$ cat config.mk
export PLATFORM = sky130hd
export DESIGN_NAME = wkrf_front
export DESIGN_NICKNAME = d
export VERILOG_FILES = /design/src/design/wkrf_pkg.sv /design/src/design/wkrf_front.sv
export SDC_FILE = /design/constraint.sdc
export NUM_CORES = 1
export LEC_CHECK = 0
export ABC_AREA = 1
export BUFFER_PORTS_ARGS = -buffer_cell sky130_fd_sc_hd__buf_4
export CAP_MARGIN = 20
export CORE_MARGIN = 5
export CORE_UTILIZATION = 58
export CTS_CLUSTER_DIAMETER = 50
export DETAILED_ROUTE_END_ITERATION = 16
export GPL_ROUTABILITY_DRIVEN = 0
export HOLD_SLACK_MARGIN = 0.06
export PLACE_DENSITY_LB_ADDON = 0.25
export SYNTH_ARGS = -nofsm -noshare
export SYNTH_HDL_FRONTEND = slang
export SYNTH_SLANG_ARGS = --single-unit
$ cat constraint.sdc
create_clock -name clock -period 15.6 [get_ports clock]
set_input_delay 4.68 -clock clock [delete_from_list [all_inputs] [get_ports clock]]
set_output_delay 4.68 -clock clock [all_outputs]
set_load 0.01 [all_outputs]
$ cat src/design/wkrf_pkg.sv
// wkrf_pkg: shared constants, codes and payload types of the window keep read filter
// no dependencies; imported by every module of the block
package wkrf_pkg;

   localparam int NUM_WINDOWS = 65536;
   localparam int WIN_BITS    = $clog2(NUM_WINDOWS);
   localparam int WORD_BITS   = 64;
   localparam int BIT_BITS    = $clog2(WORD_BITS);
   localparam int ROWS        = NUM_WINDOWS / WORD_BITS;
   localparam int ROW_BITS    = WIN_BITS - BIT_BITS;
   localparam int LO_BITS     = WIN_BITS + 1;
   localparam int POS_BITS    = 31;
   localparam int CFG_BITS    = 16;
   localparam int ID_BITS     = 32;
   localparam int CSR_IDX_BITS = 1;

   // register indexes
   localparam logic [CSR_IDX_BITS-1:0] CSR_WINDOW_SIZE = 1'b0;
   localparam logic [CSR_IDX_BITS-1:0] CSR_STEP_SIZE   = 1'b1;

   // request action codes
   localparam logic [1:0] ACT_MARK_PLUS  = 2'd0;
   localparam logic [1:0] ACT_MARK_MINUS = 2'd1;
   localparam logic [1:0] ACT_TEST       = 2'd2;
   localparam logic [1:0] ACT_NONE       = 2'd3;

   typedef enum logic {
      CMD_MARK,
      CMD_TEST
   } cmd_kind_type;

   typedef struct packed {
      logic [1:0]          action;
      logic [15:0]         window_index;
      logic                strand;
      logic [POS_BITS-1:0] start_pos;
      logic [POS_BITS-1:0] end_pos;
      logic [ID_BITS-1:0]  read_id;
   } req_type;

   typedef struct packed {
      logic [ID_BITS-1:0] read_tag;
      logic               keep;
   } rsp_type;

   // one position, prepared for the two unsigned divisions by the step
   typedef struct packed {
      logic                lo_pos;   // p - window_size is above zero
      logic [POS_BITS-1:0] lo_div;
      logic                p_zero;
      logic [POS_BITS-1:0] hi_div;
   } pos_prep_type;

   typedef struct packed {
      cmd_kind_type          kind;
      logic                  strand;   // map select for marks too
      logic [WIN_BITS-1:0]   window_index;
      logic [ID_BITS-1:0]    read_id;
      pos_prep_type [1:0]    pos;      // 0 start, 1 end
   } cmd_type;

   typedef struct packed {
      logic    valid;
      cmd_type cmd;
   } q_port_type;

endpackage

$ cat src/design/wkrf_front.sv
// wkrf_front: accepts requests, decodes the action, prepares dividends, queues commands
// depends on wkrf_pkg
module wkrf_front (
   input  logic                          clock,
   input  logic                          reset,
   input  logic                          start,
   input  wkrf_pkg::req_type             req_data,
   output logic                          busy,
   input  logic                          hold,
   input  logic [wkrf_pkg::CFG_BITS-1:0] window_size,
   output wkrf_pkg::q_port_type          q_head,
   input  logic                          q_pop
);
   import wkrf_pkg::*;

   localparam int QUEUE_DEPTH = 2;   // power of two, pointers wrap
   localparam int Q_PTR_BITS  = $clog2(QUEUE_DEPTH);
   localparam int Q_CNT_BITS  = $clog2(QUEUE_DEPTH + 1);

   cmd_type                q_mem_ff [QUEUE_DEPTH];
   logic [Q_PTR_BITS-1:0]  wr_ptr_ff, wr_ptr_in;
   logic [Q_PTR_BITS-1:0]  rd_ptr_ff, rd_ptr_in;
   logic [Q_CNT_BITS-1:0]  count_ff, count_in;
   cmd_type                push_cmd;
   logic                   push_ok;
   logic                   push;

   function automatic pos_prep_type prep_pos(input logic [POS_BITS-1:0] p,
                                             input logic [CFG_BITS-1:0] win);
      logic [POS_BITS:0] diff;
      logic [POS_BITS:0] dec;
      logic [POS_BITS:0] neg;
      pos_prep_type      r;
      diff     = {1'b0, p} - {{(POS_BITS + 1 - CFG_BITS){1'b0}}, win};
      dec      = diff - (POS_BITS + 1)'(1);
      neg      = '0 - diff;
      r.lo_pos = !diff[POS_BITS] && (diff != '0);
      // ceil of a positive n is floor(n - 1) + 1, of a non-positive n is -floor(-n)
      r.lo_div = r.lo_pos ? dec[POS_BITS-1:0] : neg[POS_BITS-1:0];
      r.p_zero = (p == '0);
      r.hi_div = r.p_zero ? '0 : p - POS_BITS'(1);
      return r;
   endfunction

   always_comb begin
      push_cmd              = '0;
      push_ok               = 1'b0;
      push_cmd.window_index = req_data.window_index;
      push_cmd.read_id      = req_data.read_id;
      push_cmd.pos[0]       = prep_pos(req_data.start_pos, window_size);
      push_cmd.pos[1]       = prep_pos(req_data.end_pos, window_size);
      unique case (req_data.action)
         ACT_MARK_PLUS: begin
            push_cmd.kind   = CMD_MARK;
            push_cmd.strand = 1'b0;
            push_ok         = 1'b1;
         end
         ACT_MARK_MINUS: begin
            push_cmd.kind   = CMD_MARK;
            push_cmd.strand = 1'b1;
            push_ok         = 1'b1;
         end
         ACT_TEST: begin
            push_cmd.kind   = CMD_TEST;
            push_cmd.strand = req_data.strand;
            push_ok         = 1'b1;
         end
         ACT_NONE: begin
            push_ok = 1'b0;
         end
      endcase
   end

   assign busy = (count_ff == Q_CNT_BITS'(QUEUE_DEPTH)) || hold;
   assign push = start && !busy && push_ok;

   assign wr_ptr_in = push  ? wr_ptr_ff + Q_PTR_BITS'(1) : wr_ptr_ff;
   assign rd_ptr_in = q_pop ? rd_ptr_ff + Q_PTR_BITS'(1) : rd_ptr_ff;
   assign count_in  = count_ff + Q_CNT_BITS'(push) - Q_CNT_BITS'(q_pop);

   always_ff @(posedge clock) begin
      if (reset) begin
         wr_ptr_ff <= '0;
         rd_ptr_ff <= '0;
         count_ff  <= '0;
      end else begin
         wr_ptr_ff <= wr_ptr_in;
         rd_ptr_ff <= rd_ptr_in;
         count_ff  <= count_in;
      end
      if (push) begin
         q_mem_ff[wr_ptr_ff] <= push_cmd;
      end
   end

   assign q_head.valid = (count_ff != '0);
   assign q_head.cmd   = q_mem_ff[rd_ptr_ff];

endmodule

==> results.cfg, run 1 <==
[yosys]
netlist_instances = 2261
syn_nets = 2439
synthArstFlopShare = 0
post-synth-top-count-cell = nand2_1
synth_top_area_cell = edfxtp_1
ys.flop_type = edfxtp_1
ys_seq_area_frac = 0.508
synth_cell_types = 46
syn_area_per_cell_um2 = 9.40
ys_top_cells_by_area = edfxtp_1 (50%), nand2_1 (11%), mux2_2 (9.4%), inv_1 (4.6%), nor2_1 (4.5%)
synthTopCellsByCount = nand2_1 (624), edfxtp_1 (356), inv_1 (263), nor2_1 (256), mux2_2 (178)
synth-edff-count = 356
synth_top_area_frac = 0.503
yosysWarnings = 0
ys_ff_latch = 361
syn_area_um2 = 21300

[floorplan]
fp.dieW_um = 201
rows = 70
dieArea_um2 = 40600
die_h_um = 201
core_um2 = 36400
io_pins = 314
start_util = 0.584

[critical_path]
critPathBufInv = 3
cp-start-kind = input pin
slowest_stage = buf_4
criticalPathCategory = input pin to output pin
cp_slowest_stage_delay_ps = 150
crit_path_frequent_cell = buf_4
cp_max_fo = 2
crit_arrival_ps = 5150
endpoint_kind = output pin
crit_chain = buf_4 -> a21oi_1 -> inv_1 -> buf_4
crit_required_ps = 10920
critical_path.top_delay_family = buffers and inverters

[global_route]
antenna_found_initial = 2
grt_max_degree = 79
overflow = 0
grt_pass1_vias = 16359
grt_pass1_wl_um = 86600
grt_usage = 0.266

[power]
p_leak_nw = 10.8
power_density_nw_per_um2 = 99.5
ir_worst_vdd_mv = 0.0945
finalPower_mw = 2.53

[cells_and_area]
seqCellArea_um2 = 10800
multiInputGateArea_um2 = 9230
antenna_cells = 0
area_growth_syn_to_layout_pct = 19.5
design_area_um2 = 25400
fill_cells = 2786
final_nets = 2773
drive_gt1_frac = 0.262

[timing]
slew_headroom = 0.291
rsz0062_at_grt = no
tightest_slew_ps = 1060
min_period_over_period = 0.630
skew_ps = 15.2
setup_viol = 0
hold_viol = 0
finalSetupTns_ps = 0
drv_slew = 0
min_period_ps = 9830
fmax_ghz = 0.102

[clock_tree]
htree_num_levels = 2
cts_root_buffer = clkbuf_16
hold_buffers = 0
numClockSinks = 361
clk_pin_slew_ps = 60
numCtsBuffers = 40
ctsResizeCount = 0
cts_tree = yes
clk_latency_ps = 570
cts_setup_buffers = 0
cts.path.max_buffers = 3

[drt]
vias_per_cell = 5.50
route.detailed.drc = 0
drt-pass1-iter-count = 6
wl_um = 55200
drt_iter0_markers = 1610
vias = 17012
wl_per_cell_um = 17.8
antenna_left = 0

[place]
dpl_cell_area_um2 = 24100
dpl.hpwl_um = 42000
io_buffers = 313

[run_status]
status = completed

[min_path]
min_path_type = register to register

[flow_run]
maxCapViolCount = 0
-- kinds of logic after synthesis --
group	after synthesis	synth area share
AO/OA/AOI/OAI	46	0.0119
buffers and inverters	323	0.0596
AND/OR/NAND/NOR	1198	0.247
flip-flops	361	0.508
XOR/XNOR	111	0.0528
adder cells (fa/ha/maj)	44	0.0266
multiplexers	178	0.0943
-- placed cells by master (no fill, tap or decap), drive strengths merged --
master	count
o22ai	3
o2111ai	1
nand2	657
nor3b	3
clkbuf	46
clkinv	20
bufinv	2
xnor2	26
fa	2
nor4	6
nand4	51
nand3b	9
and2	6
nand3	144
ha	42
and3	1
buf	324
o21ai	11
nor2	286
or2	1
dfxtp	5
inv	294
a21oi	28
nor3	34
xor2	85
mux2	178
a21boi	2
o21bai	1
edfxtp	356
-- final cells by class --
cell class	count	area share
clock buffer	46	0.0403
multi-input combinational	1577	0.363
timing repair buffer	324	0.0963
sequential	361	0.425
tap	468	0.0231
inverter	291	0.0430
clock inverter	25	0.00901
-- layer usage --
layer	vias up	GRT usage	routed length, um
met5	-	0	27
met4	4	0.0857	1830
met1	7991	0.360	23000
met2	752	0.434	25600
li1	8142	-	-
met3	123	0.0561	4650
-- path summary, 6_finish.rpt --
kind / end / slack, ps / depth (start not counted) / from
min reg2reg: rd_ptr_ff$_SDFFE_PP0P_ / 520 / 2 / rd_ptr_ff$_SDFFE_PP0P_
min: rd_ptr_ff$_SDFFE_PP0P_ / 520 / 2 / rd_ptr_ff$_SDFFE_PP0P_
max reg2reg: q_mem_ff[0][15]$_DFFE_PP_ / 12560 / 8 / count_ff[0]$_SDFF_PP0_
max: busy / 5770 / 4 / hold
-- flip-flops by register name, indices dropped and copies added (netlist names), named ones only --
register	flops
rd_ptr_ff	1
q_mem_ff	356
count_ff	2
wr_ptr_ff	1
-- through the flow --
step / hold slack, ps / utilization / setup WS [ps] / cells
after floorplan: 480 / - / 2300 / 2261
after global placement: 494 / 0.662 / 5780 / 3019
after detailed placement: 513 / 0.662 / 5760 / 3020
after CTS: 531 / 0.697 / 5750 / 3091
after global routing: 590 / 0.697 / 5730 / 3092
final: 524 / 0.697 / 5770 / 3092
-- worst register-to-register path, delay by kind of cell, from the launching register on --
kind                   cells  cell delay, ps
DFF                        1             330
buffers and inverters      5            1660
and+or+nand+nor            2             450
AOI/OAI and AO/OA          1             140
-- report_power, final --
| part | switching (mW) | internal, mW | total [mW] |
|---|---|---|---|
| sequential | 0.0114 | 1.12 | 1.13 |
| clock | 0.386 | 0.511 | 0.897 |
| combinational | 0.300 | 0.202 | 0.502 |
| total | 0.698 | 1.83 | 2.53 |
Note: power is estimated with default switching activity, not from simulation.
==> inputs of run 2 (changes only) <==
Settings changed: ABC_AREA 1 to 0, CORE_UTILIZATION 58 to 52.
Clock period 15.6 ns to 8.1 ns, I/O delays scaled along.
==> results.cfg, run 2 <==
[global_route]
grt_pass1_vias = 13541
grt_max_degree = 174
grt_usage = 0.227
antenna_found_initial = 1
grt_pass1_wl_um = 74000
overflow = 0

[yosys]
synthTopCellsByCount = edfxtp_1 (356), mux2_2 (179), nor2_1 (141), xnor2_1 (119), nand2_1 (89)
yosysWarnings = 0
netlist_instances = 1519
synthArstFlopShare = 0
ys.flop_type = edfxtp_1
syn_area_um2 = 19200
synth-edff-count = 356
synth_top_area_cell = edfxtp_1
post-synth-top-count-cell = edfxtp_1
ys_seq_area_frac = 0.563
syn_nets = 1697
synth_cell_types = 85
synth_top_area_frac = 0.558
ys_ff_latch = 361
syn_area_per_cell_um2 = 12.6
ys_top_cells_by_area = edfxtp_1 (56%), mux2_2 (11%), xnor2_1 (5.4%), nor2_1 (2.8%), ha_1 (2.7%)

[drt]
route.detailed.drc = 0
wl_um = 47800
vias = 13302
antenna_left = 0
wl_per_cell_um = 20.6
drt_iter0_markers = 887
vias_per_cell = 5.73
drt-pass1-iter-count = 6

[min_path]
hold_start = rd_ptr_ff$_SDFFE_PP0P_
min_path_type = register to register

[flow_run]
maxCapViolCount = 0

[critical_path]
cp_max_fo = 17
endpoint_kind = register
cp-startpoint = window_size[14]
crit_required_ps = 8390
r2r_start = count_ff[0]$_SDFF_PP0_
crit_arrival_ps = 6940
criticalPathCategory = input pin to register
cp-start-kind = input pin

[timing]
tightest_slew_ps = 1230
skew_ps = 10.8
rsz0062_at_grt = no
drv_slew = 0
hold_viol = 0
fin_ws_ps = 1450
min_period_ps = 6650
setup_viol = 0
fmax_ghz = 0.150
slew_headroom = 0.183
min_period_over_period = 0.820

[floorplan]
die_h_um = 202
start_util = 0.524
fp.dieW_um = 202
io_pins = 314
dieArea_um2 = 40800
rows = 70
core_um2 = 36500

[clock_tree]
cts.path.max_buffers = 3
clk_latency_ps = 560
cts_tree = yes
ctsResizeCount = 0
numCtsBuffers = 42
numClockSinks = 361
cts_root_buffer = clkbuf_16
htree_num_levels = 2
cts_setup_buffers = 0
clk_pin_slew_ps = 50
hold_buffers = 0

[cells_and_area]
reg_top3 = q_mem_ff (356), count_ff (2)
design_area_um2 = 23200
largest_reg_flops = 356
antenna_cells = 0
area_growth_syn_to_layout_pct = 21.3
final_nets = 2000
layout_common_cells = edfxtp_1 (356), buf_4 (321), mux2_2 (179)
final_common_cell = edfxtp_1
regMostFlops = q_mem_ff
drive_gt1_frac = 0.321

[power]
p_leak_nw = 8.31
ir_worst_vdd_mv = 0.198
finalPower_mw = 4.94
power_density_nw_per_um2 = 212

[place]
dpl_cell_area_um2 = 21900
io_buffers = 313
dp_slack_ps = 936
dpl.hpwl_um = 34700

[run_status]
status = completed
[run 2: layout make-up]
cell class	instances	area, um^2
fill	2842	13300
sequential	361	10800
multi-input combinational	1058	7920
timing repair buffer	323	2450
clock buffer	55	1120
tap	468	586
clock inverter	19	228
inverter	36	140
[run 2: stage by stage]
stage	cells	TNS, ps	utilization	hold WS, ps
2_1_floorplan	1519	-1015950	-	480
3_3_place_gp	2246	0	0.599	497
3_5_place_dp	2246	0	0.599	515
4_1_cts	2320	0	0.636	528
5_1_grt	2320	0	0.636	567
6_report	2320	0	0.636	523
[run 2: kinds of logic (layout without fill, tap and decap cells)]
kind of cell	after synthesis	in the layout	share of synthesized area
AO/OA/AOI/OAI	194	194	0.0703
XOR/XNOR	176	176	0.0809
adder cells (fa/ha/maj)	44	44	0.0295
buffers and inverters	100	433	0.0243
flip-flops	361	361	0.563
multiplexers	189	189	0.110
AND/OR/NAND/NOR	455	455	0.121
[run 2: report_power, final]
group	switching (mW)	total, mW	internal (mW)
clock	0.727	1.84	1.11
combinational	0.500	0.902	0.402
sequential	0.0260	2.20	2.17
[run 2: worst paths after layout]
kind	end	slack (ps)	cells past startpoint
max	q_mem_ff[1][100]$_DFFE_PP_	1450	12
min reg2reg	rd_ptr_ff$_SDFFE_PP0P_	520	2
max reg2reg	q_mem_ff[1][65]$_DFFE_PP_	5590	5
min	rd_ptr_ff$_SDFFE_PP0P_	520	2
[run 2: critical path, stage by stage]
cell	delay, ps
buf_4	110
inv_1	170
ha_1	350
a21o_1	240
a211oi_1	780
mux2_2	410
a311o_1	310
or4_1	670
nor4_4	310
a41o_1	690
buf_4	330
xnor2_1	120
[run 2: layer usage]
metal  track usage  vias up  routed length, um
met5             0        -                 14
met2         0.408      432              24900
met3        0.0422       88               2830
met1         0.274     6477              18600
met4        0.0781        2               1470
li1              -     6303                  -
